**src/rtl/sobel_edge_magnitude_core_defines.svh**
```systemverilog
// ----------------------------------------------------------------------------
// Sobel edge magnitude core - assertion macros
// Shared property macros for the checks at the end of the top level.
// ----------------------------------------------------------------------------
`ifndef SOBEL_EDGE_MAGNITUDE_CORE_DEFINES_SVH
`define SOBEL_EDGE_MAGNITUDE_CORE_DEFINES_SVH

// Same-cycle implication, sampled on clk, ignored while rst_n is low
`define SEM_ASSERT_NOW(label, ante, cons) \
    label: assert property (@(posedge clk) disable iff (!rst_n) (ante) |-> (cons)) \
        else $error("sobel edge core: same-cycle check failed");

// Next-cycle implication, sampled on clk, ignored while rst_n is low
`define SEM_ASSERT_NEXT(label, ante, cons) \
    label: assert property (@(posedge clk) disable iff (!rst_n) (ante) |=> (cons)) \
        else $error("sobel edge core: next-cycle check failed");

`endif

```
**src/rtl/sem_pkg.sv**
```systemverilog
// ----------------------------------------------------------------------------
// Sobel edge magnitude package
// Widths, reset values and shared types of the Sobel edge magnitude core.
// ----------------------------------------------------------------------------
package sem_pkg;

    // Pixel and register widths
    localparam int PIX_W        = 8;
    localparam int LINE_WIDTH_W = 11;
    localparam int ROW_W        = 2;

    // Line width limits and reset value
    localparam int MAX_WIDTH_DEF = 1024;
    localparam int MIN_WIDTH     = 3;
    localparam logic [LINE_WIDTH_W-1:0] LINE_WIDTH_RESET = 11'd640;

    // Row counter saturates once two rows sit in the line stores
    localparam logic [ROW_W-1:0] ROW_FULL = 2'd2;

    // Output saturation level
    localparam logic [PIX_W-1:0] EDGE_MAX = 8'd255;

    // Left and centre columns of the 3x3 window (top, middle, bottom)
    typedef struct packed {
        logic [PIX_W-1:0] tl;
        logic [PIX_W-1:0] ml;
        logic [PIX_W-1:0] bl;
        logic [PIX_W-1:0] tc;
        logic [PIX_W-1:0] mc;
        logic [PIX_W-1:0] bc;
    } window_t;

endpackage

```
**src/rtl/sem_sobel_kernel.sv**
```systemverilog
// ----------------------------------------------------------------------------
// Sobel edge magnitude kernel
// Horizontal and vertical Sobel gradients over one 3x3 window and their
// absolute sum, saturated to the pixel range.
// ----------------------------------------------------------------------------
module sem_sobel_kernel (
    input  sem_pkg::window_t              win,
    input  logic [sem_pkg::PIX_W-1:0]     top,
    input  logic [sem_pkg::PIX_W-1:0]     mid,
    input  logic [sem_pkg::PIX_W-1:0]     bot,
    output logic [sem_pkg::PIX_W-1:0]     edge_level
);

    localparam int SUM_W = sem_pkg::PIX_W + 2;
    localparam int GRAD_W = SUM_W + 1;

    logic [SUM_W-1:0]         right_sum;
    logic [SUM_W-1:0]         left_sum;
    logic [SUM_W-1:0]         bottom_sum;
    logic [SUM_W-1:0]         top_sum;
    logic signed [GRAD_W-1:0] gx;
    logic signed [GRAD_W-1:0] gy;
    logic signed [GRAD_W-1:0] gx_neg;
    logic signed [GRAD_W-1:0] gy_neg;
    logic [SUM_W-1:0]         abs_gx;
    logic [SUM_W-1:0]         abs_gy;
    logic [GRAD_W-1:0]        mag;

    // Weighted column and row sums (weights 1, 2, 1)
    assign right_sum  = SUM_W'(top) + {1'b0, mid, 1'b0} + SUM_W'(bot);
    assign left_sum   = SUM_W'(win.tl) + {1'b0, win.ml, 1'b0} + SUM_W'(win.bl);
    assign bottom_sum = SUM_W'(win.bl) + {1'b0, win.bc, 1'b0} + SUM_W'(bot);
    assign top_sum    = SUM_W'(win.tl) + {1'b0, win.tc, 1'b0} + SUM_W'(top);

    // Signed gradients
    assign gx = $signed({1'b0, right_sum}) - $signed({1'b0, left_sum});
    assign gy = $signed({1'b0, bottom_sum}) - $signed({1'b0, top_sum});
    assign gx_neg = -gx;
    assign gy_neg = -gy;

    // Magnitudes; both fit the unsigned sum width
    assign abs_gx = gx[GRAD_W-1] ? gx_neg[SUM_W-1:0] : gx[SUM_W-1:0];
    assign abs_gy = gy[GRAD_W-1] ? gy_neg[SUM_W-1:0] : gy[SUM_W-1:0];
    assign mag    = {1'b0, abs_gx} + {1'b0, abs_gy};

    // Saturate to the pixel range
    assign edge_level = (mag > GRAD_W'(sem_pkg::EDGE_MAX)) ? sem_pkg::EDGE_MAX
                                                           : mag[sem_pkg::PIX_W-1:0];

endmodule

```
**config.mk**
```make
export PLATFORM = sky130hd
export DESIGN_NAME = sem_sobel_kernel
export DESIGN_NICKNAME = d
export VERILOG_FILES = /design/src/rtl/sobel_edge_magnitude_core_defines.svh /design/src/rtl/sem_pkg.sv /design/src/rtl/sem_sobel_kernel.sv
export SDC_FILE = /design/constraint.sdc
export NUM_CORES = 1
export LEC_CHECK = 0
export BUFFER_PORTS_ARGS = -buffer_cell sky130_fd_sc_hd__buf_2
export CAP_MARGIN = 20
export CORE_ASPECT_RATIO = 0.8
export CORE_UTILIZATION = 55
export DETAILED_ROUTE_END_ITERATION = 7
export PLACE_DENSITY_LB_ADDON = 0.3
export SLEW_MARGIN = 20
export SYNTH_ARGS = -nofsm -noshare
export SYNTH_HDL_FRONTEND = slang
export SYNTH_SLANG_ARGS = --single-unit
export TNS_END_PERCENT = 50
```
**constraint.sdc**
```tcl
create_clock -name vclk -period 6.83
set_clock_uncertainty 0.05 [all_clocks]
set_input_delay 0.683 -clock vclk [all_inputs]
set_output_delay 0.683 -clock vclk [all_outputs]
set_load 0.05 [all_outputs]
```
---- Word-level counts from Yosys, hierarchy flattened ----
Index checks and enable logic that the tools add are counted.
storage, ports and cells
  output and inout bits ................... 8
  input port bits ......................... 72
  register bits ........................... 0
  word-level logic and storage cells ...... 17
cells by class
  $add $sub $neg .......................... 13
  muxes and demuxes ....................... 3
  $lt $le $gt $ge ......................... 1
operator list
  cell                   number
  $add A10 B8 Y10        4
  $add A8 B9 Y10         4
  $sub A10 B10 Y11       2
  $mux W10               2
  $neg A10 Y10           2
  $add A10 B10 Y11       1
  $gt A11 B8 Y1 const B  1
  $mux W8                1

---- Depth between registers and ports, before layout ----
Gate-level depths: netlist of the first run.
  depth after elaboration ................. 8
  mapped depth ............................ 23
  gate-level depth less buffers ........... 23

---- Least setup slack after synthesis of the first run ----
OpenSTA, ideal clock, no wires.
  path type ............................... input -> output
  start point ............................. input top[4] (netlist name)
  end point ............................... output edge_level[2] (netlist name)
  data arrival time ....................... 6.028 ns
  data required time ...................... 6.097 ns
  path buffers ............................ 0
  setup slack ............................. 0.069 ns
  cell stages on the path ................. 20
  path through ............................ inv_1 -> fa_1 -> fa_1 -> inv_1 -> fa_1 -> inv_1 -> ha_1 -> nand3_1 -> o21ai_0 -> a31oi_1 -> o21ai_1 -> mux2_2 -> fa_1 -> a21o_1 -> a21oi_1 -> o21ai_0 -> o2111ai_1 -> mux2_2 -> nor4_4 -> nand2_1
between the ends
  longest elaborated chain between the ends .. 8
  elaborated cells between the ends (all ways) .. 12
ends and longest elaborated chain
  what                  line                    source
  start: declaration    sem_sobel_kernel.sv:8   input logic [sem_pkg::PIX_W-1:0] top,
  $add A8 B9 Y10        sem_sobel_kernel.sv:30  assign right_sum = SUM_W'(top) + {1'b0, mid, 1'b0} + SUM_W'(bot);
  $add A10 B8 Y10       sem_sobel_kernel.sv:30
  $sub A10 B10 Y11      sem_sobel_kernel.sv:36  assign gx = $signed({1'b0, right_sum}) - $signed({1'b0, left_sum});
  $neg A10 Y10          sem_sobel_kernel.sv:38  assign gx_neg = -gx;
  $mux W10              sem_sobel_kernel.sv:42  assign abs_gx = gx[GRAD_W-1] ? gx_neg[SUM_W-1:0] : gx[SUM_W-1:0];
  $add A10 B10 Y11 (*)  sem_sobel_kernel.sv:44  assign mag = {1'b0, abs_gx} + {1'b0, abs_gy};
  $gt A11 B8 Y1         sem_sobel_kernel.sv:47  assign edge_level = (mag > GRAD_W'(sem_pkg::EDGE_MAX)) ? sem_pkg::EDGE_MAX
  $mux W8 (*)           sem_sobel_kernel.sv:47
  end: declaration      sem_sobel_kernel.sv:11  output logic [sem_pkg::PIX_W-1:0] edge_level
Mark *: on every way between the ends. The rest lies on a longest branch, timed or not.

---- Final worst setup path of the first run ----
  start point ............................. input top[4] (netlist name)
  end point ............................... output edge_level[5] (netlist name)
Same word-level chain as after synthesis.

==> results of run 1 <==
[cells in the final DEF, fill, tap and decap left out, types with 2 or more instances in the layout]
| cell type | synthesis | layout |
|---|---|---|
| inv_1 | 143 | 133 |
| fa_1 | 63 | 61 |
| buf_2 | 0 | 61 |
| buf_4 | 0 | 35 |
| ha_1 | 36 | 29 |
| xnor2_1 | 25 | 22 |
| nor2_1 | 14 | 13 |
| buf_6 | 0 | 13 |
| nand2_1 | 13 | 12 |
| a21oi_1 | 14 | 10 |
| inv_2 | 0 | 9 |
| xor2_1 | 9 | 6 |
| o21ai_2 | 0 | 5 |
| o21ai_0 | 11 | 5 |
| a21o_1 | 5 | 5 |
| o21bai_1 | 6 | 5 |
| nand2b_1 | 5 | 5 |
| ha_4 | 0 | 4 |
| nor3_2 | 0 | 3 |
| a21oi_4 | 0 | 3 |
| xor2_2 | 0 | 3 |
| nand3_1 | 4 | 3 |
| nor4_4 | 2 | 3 |
| o21ai_1 | 2 | 3 |
| ha_2 | 0 | 3 |
| or2_4 | 0 | 2 |
| a21oi_2 | 1 | 2 |
| nor3_1 | 5 | 2 |
| xnor2_2 | 0 | 2 |
| nand3_2 | 1 | 2 |
| o2111ai_1 | 2 | 2 |
| o31ai_4 | 0 | 2 |
| a31oi_1 | 3 | 2 |
| fa_2 | 0 | 2 |
[worst max path at each step]
stage,endpoint,cells after the start
CTS,edge_level[7],25
global placement,edge_level[0],23
global route,edge_level[4],25
detailed placement,edge_level[0],26
finish,edge_level[5],25
floorplan,edge_level[2],20
[what timing repair did]
action / CTS / global route
endpoints found under the setup margin: 8 / 8
resized for setup: 15 / 89
pin swaps: 2 / 32
setup buffers: 1 / 13
[cell families after synthesis]
logic type,after synthesis,share of synthesized area [%]
AOI/OAI and AO/OA,55,11.3
xor gates and xnor gates,34,9.20
adders and majority gates,99,52.9
buffers and inverters,143,16.6
muxes,2,0.696
and+or+nand+nor,54,9.32
[tightest hold or removal path: cells and delay by family]
| kind | cells | cell delay [ps] |
|---|---|---|
| AND/OR/NAND/NOR | 1 | 110 |
| buffers and inverters | 3 | 400 |
| adder cells (fa/ha/maj) | 2 | 320 |
[routing by layer]
layer	vias up	share of wire, %
li1	1373	-
met1	1398	38
met2	121	54
met3	31	4.9
met4	0	3.7
met5	-	0
[through the flow]
step           instance area, µm²  TNS, ps
2_1_floorplan                3240        0
3_3_place_gp                 3880     -925
3_5_place_dp                 3880    -2670
4_1_cts                      3930        0
5_1_grt                      4440    -1680
6_report                     4440    -89.3
[area by class of cell]
cell class         count  area [µm²]  area share [%]
inverters            143         539            12.1
multi-input cells    244        3050            68.8
well taps             78        97.6            2.20
repair buffers       111         749            16.9
==> flow_summary.toml, run 1 <==
[timing]
rsz0062_at_grt = "yes"
max_freq_mhz = 146
min_period_ps = 6850
final_max_slew_viol_count = 0
slew_headroom_pct = 55.9
hold_viol = 0
finalSetupViolCount = 6
worst_slew_pin_slew_ps = 657
timing.final.ws_setup_ps = -24.5
period_share_pct = 100
whs_ps = 2150

[final_layout]
nClkBuffers = 0
n_sequential_cell = 0
area_growth_pct = 37.2
fillers = 327
diodes = 0
nets = 671
final_cells = 576
final-seq-area_um2 = 0
drive_gt1_share_pct = 35.3
final_util_pct = 79.9

[route]
drc = 0
drt_iter0_drc = 153
drtAntennaViolNets = 0
routedWlPerCell_um = 14.6
first_pass_iters = 4
via_per_inst = 5.07
vias = 2923
postRouteWirelength_um = 8400

[synth]
synth_area_leader_cell = "fa_1"
ys_warn_count = 0
synth_nets = 558
synthesis.area_um2 = 3240
ys_top_cells_by_area = "fa_1, inv_1, ha_1, xnor2_1, xor2_1"
synth_cells = 387
syn_area_per_cell_um2 = 8.36
yosysTopAreaCellShare_pct = 39.0
ys_seq_area_share_pct = 0
synthTopCellsByCount = "inv_1, fa_1, ha_1"
synthDistinctLibCells = 37
synth_most_common_cell = "inv_1"

[setup_path]
arrival_ps = 6120
crit_fanout = 8
cpMostUsedCell = "inv_1"
crit_path_top_delay_cell = "fa_1"
path_buf_inv = 8
crit_start = "top[4]"
crit_type = "in2out"
crit_required_ps = 6100
path_delay_family = "adder cells"
max_stage_delay_ps = 540
end_kind = "output pin"
worstSetupStartpointType = "primary input"

[global_route]
use_met2_pct = 42.8
grt_pass1_vias = 2827
grtUsageMet1_pct = 26.5
grtUsageTotal_pct = 21.5
grt_pass1_wl_um = 11000
top_usage_layer = "met2"
grt.overflow.total = 0
antenna_found_initial = 0
grt_use_met3_pct = 0.233
grt_max_degree = 10

[min_path]
holdPathStages = 6
min_to = "edge_level[0]"
hold_path_class = "in2out"
hp-start = "win[41]"

[placed_design]
dp_cells = 562
dp_slack_ps = -339
gp_congestion = 0.823
port-buffer-count = 72
dp.final_hpwl_um = 5750

[run_status]
outcome = "finished, violations left"
violations = "negative setup slack"

[clocking]
cts_hold_buf = 0

[floorplanning]
core_area_um2 = 5560
ios = 80
dieArea_um2 = 6200
die_y_um = 70.6
start_util_pct = 58.2
die_x_um = 87.8
rows = 24

[flow_run]
cap_violations = 0
Power of run 1 is left out: the tool's default activity adds up to more than one toggle a clock period on the data nets, which glitch-free logic cannot reach.
==> run 2: changes to the inputs <==
- CELL_PAD_IN_SITES_DETAIL_PLACEMENT: not set -> 1
- CELL_PAD_IN_SITES_GLOBAL_PLACEMENT: not set -> 1
- CORE_UTILIZATION: 55 -> 42
- MAX_ROUTING_LAYER: not set -> met4
==> flow_summary.toml, run 2 (synthesis gave the netlist of run 1 again) <==
[floorplanning]
core_area_um2 = 7430
start_util_pct = 43.6
ios = 80
rows = 28
die_y_um = 80.5
dieArea_um2 = 8060
die_x_um = 100

[placed_design]
dp.final_hpwl_um = 7020
gp_congestion = 0.797
port-buffer-count = 72
placed_area_um2 = 3880

[global_route]
antenna_found_initial = 0
grt_pass1_wl_um = 13400
grt_max_degree = 11
grt_use_met3_pct = 0.261
top_usage_layer = "met2"
grt_pass1_vias = 3201
use_met2_pct = 42.9
grtUsageTotal_pct = 20.9
grt.overflow.total = 0
grtUsageMet1_pct = 23.8

[timing]
slew_headroom_pct = 64.6
worst_slew_pin_slew_ps = 527
hold_viol = 0
rsz0062_at_grt = "yes"
finalSetupViolCount = 0
final_max_slew_viol_count = 0
max_freq_mhz = 151
min_period_ps = 6640
period_share_pct = 97.3

[setup_path]
crit_path_top_delay_cell = "fa_1"
crit_required_ps = 6100
crit_type = "in2out"
crit_path_cell_trace = "buf_2 -> inv_1 -> fa_1 -> fa_1 -> inv_1 -> fa_1 -> inv_1 -> ha_4 -> buf_4 -> or2b_1 -> a21oi_2 -> xnor2_2 -> buf_4 -> o31ai_2 -> xnor2_1 -> ha_1 -> a21o_1 -> a2111oi_4 -> o21ai_1 -> mux2_4 -> nor4_4 -> buf_6 -> nand2_1 -> buf_6"
max_stage_delay_ps = 540
crit_fanout = 8
end_kind = "output pin"
arrival_ps = 5910
worstSetupStartpointType = "primary input"

[final_layout]
n_sequential_cell = 0
diodes = 0
final_cell_mix = "inv_1, buf_2, fa_1, ha_1, buf_4"
drive_gt1_share_pct = 30.9
layout_commonest_cell = "inv_1"
final-seq-area_um2 = 0
area_growth_pct = 30.6
nets = 665
fillers = 932
multi_input_area_um2 = 2890
design_area_um2 = 4230
nClkBuffers = 0

[route]
postRouteWirelength_um = 8440
drt_iter0_drc = 47
via_per_inst = 4.85
drc = 0
first_pass_iters = 4
vias = 2894
routedWlPerCell_um = 14.1
drtAntennaViolNets = 0

[clocking]
cts_hold_buf = 0

[run_status]
outcome = "completed"

[min_path]
hold_path_class = "in2out"

[flow_run]
cap_violations = 0
## run 2: cell types whose count changed in the layout (fill, tap and decap cells not counted), sizes merged
cell  change
buf       -6
## run 2: area by class of cell
cell class,count,share of cell area (%)
multi-input combinational,244,68.5
timing repair buffer,105,15.7
inverter,143,12.7
tap,105,3.11
## run 2: path summary, 6_finish.rpt
check	to	startpoint	slack (ps)	depth (start not counted)
max	edge_level[5]	win[27]	190	24
min	edge_level[0]	win[41]	2170	6
## run 2: through the flow
stage	worst slack (ps)	std cells	hold slack, ps	setup TNS, ps	utilization [%]
6_report	186	597	2170	0	56.9
5_1_grt	-115	597	2240	-861	56.9
4_1_cts	5.85	585	2190	0	52.9
3_5_place_dp	-122	585	2250	-869	52.3
3_3_place_gp	29.8	585	2240	0	52.3
2_1_floorplan	68.8	387	2150	0	-
## run 2: worst max-delay path, delay by kind of cell
kind / cells / cell delay [ps]
fa+ha+maj: 5 / 2120
compound gates: 5 / 1130
buf+inv: 8 / 880
simple gates: 3 / 470
xor+xnor: 2 / 320
mux: 1 / 290
## run 2: routing by layer
metal	vias up	share of wire (%)	routed length (µm)
met4	0	1.3	111
met3	14	2.6	223
met1	1450	39	3280
li1	1363	-	-
met2	67	57	4820
met5	-	0	0
## run 2: timing repair
item,CTS,global route
buffers inserted,0,11
pin swaps,2,18
setup endpoints to repair,8,8
gates cloned,0,1
resized for setup,15,54
Power of run 2 is left out for the same reason.
==> run 3: changes to the inputs <==
- CORE_UTILIZATION: 42 -> 30
==> flow_summary.toml, run 3 (synthesis gave the netlist of run 1 again) <==
[run_status]
outcome = "completed"

[timing]
timing.final.ws_setup_ps = 235
whs_ps = 2160
slew_headroom_pct = 60.4
finalSetupViolCount = 0
min_period_ps = 6600
hold_viol = 0
final_max_slew_viol_count = 0
worst_slew_pin_slew_ps = 589
max_freq_mhz = 152
rsz0062_at_grt = "yes"
period_share_pct = 96.6

[setup_path]
crit_path_top_delay_cell = "fa_1"
path_delay_family = "adder cells"
end_kind = "output pin"
crit_fanout = 8
crit_type = "in2out"
worstSetupStartpointType = "primary input"
critPathCapture = "edge_level[1]"
crit_required_ps = 6100
path_buf_inv = 7
arrival_ps = 5860
crit_path_cell_trace = "buf_2 -> fa_1 -> fa_1 -> inv_1 -> fa_1 -> inv_1 -> ha_4 -> buf_4 -> or2b_1 -> a21oi_2 -> xnor2_2 -> buf_4 -> o31ai_4 -> xnor2_2 -> ha_1 -> a21o_1 -> a2111oi_2 -> o21ai_1 -> mux2_4 -> nor4_4 -> buf_6 -> nand2b_1 -> buf_6"
crit_start = "mid[2]"
path_depth = 23
cpMostUsedCell = "fa_1"
max_stage_delay_ps = 550

[route]
routedWlPerCell_um = 12.1
drtAntennaViolNets = 0
postRouteWirelength_um = 7760
via_per_inst = 4.30
first_pass_iters = 4
vias = 2762
drt_iter0_drc = 38
drc = 0

[floorplanning]
die_x_um = 118
dieArea_um2 = 11200
rows = 33
ios = 80
die_y_um = 94.9
start_util_pct = 31.2
core_area_um2 = 10400

[final_layout]
nets = 675
n_sequential_cell = 0
layout_commonest_cell = "inv_1"
final-seq-area_um2 = 0
final_cell_mix = "inv_1, buf_2, fa_1, buf_4, ha_1"
area_growth_pct = 37.2
final_cells = 642
drive_gt1_share_pct = 34.7
diodes = 0
design_area_um2 = 4440
nClkBuffers = 0

[placed_design]
dp_cells = 633
gp_congestion = 0.797
dp_slack_ps = -54.4
placed_area_um2 = 4030
dp.final_hpwl_um = 7070
port-buffer-count = 72

[global_route]
grt_pass1_vias = 3135
grt_pass1_wl_um = 13600
grtUsageTotal_pct = 14.9
grt_max_degree = 11
antenna_found_initial = 0
grt.overflow.total = 0

[min_path]
hold_path_class = "in2out"
holdPathStages = 6

[flow_run]
cap_violations = 0

[clocking]
cts_hold_buf = 0
==> run 3: layer usage <==
layer	GRT usage, %	up-vias	wire [µm]
met2	29.0	50	4000
met3	0.302	0	182
met4	0	0	0
li1	-	1384	-
met1	18.3	1328	3580
met5	-	-	0
==> run 3: stage by stage <==
step | util [%] | TNS [ps]
final | 42.8 | 0
after global routing | 42.8 | -622
after CTS | 39.2 | 0
after detailed placement | 38.9 | -398
after global placement | 38.9 | -54.5
after floorplan | - | 0
==> run 3: worst min-delay path, stage by stage <==
cell	delay (ps)
buf_2	100
inv_1	150
ha_1	210
ha_1	130
nand2b_1	110
buf_6	160
==> run 3: how the worst min path moves through the flow <==
| stage | startpoint | end | slack, ps |
|---|---|---|---|
| final | win[41] | edge_level[0] | 2160 |
| after CTS | win[41] | edge_level[0] | 2260 |
| after floorplan | win[41] | edge_level[0] | 2150 |
| after global placement | win[41] | edge_level[0] | 2240 |
| after global routing | win[41] | edge_level[0] | 2230 |
| after detailed placement | win[41] | edge_level[0] | 2250 |
==> run 3: cell type report <==
| cell class | count | area (µm²) |
|---|---|---|
| Tap cell | 140 | 175 |
| Inverter | 143 | 537 |
| Multi-Input combinational cell | 244 | 2980 |
| Timing Repair Buffer | 115 | 742 |
| Fill cell | 1264 | 5930 |
==> run 3: what timing repair did <==
item,CTS,global route
gates cloned,0,1
gates resized for setup,7,82
setup buffers,0,8
pin swaps,1,39
endpoints found under the setup margin,8,8
Power of run 3 is left out for the same reason.
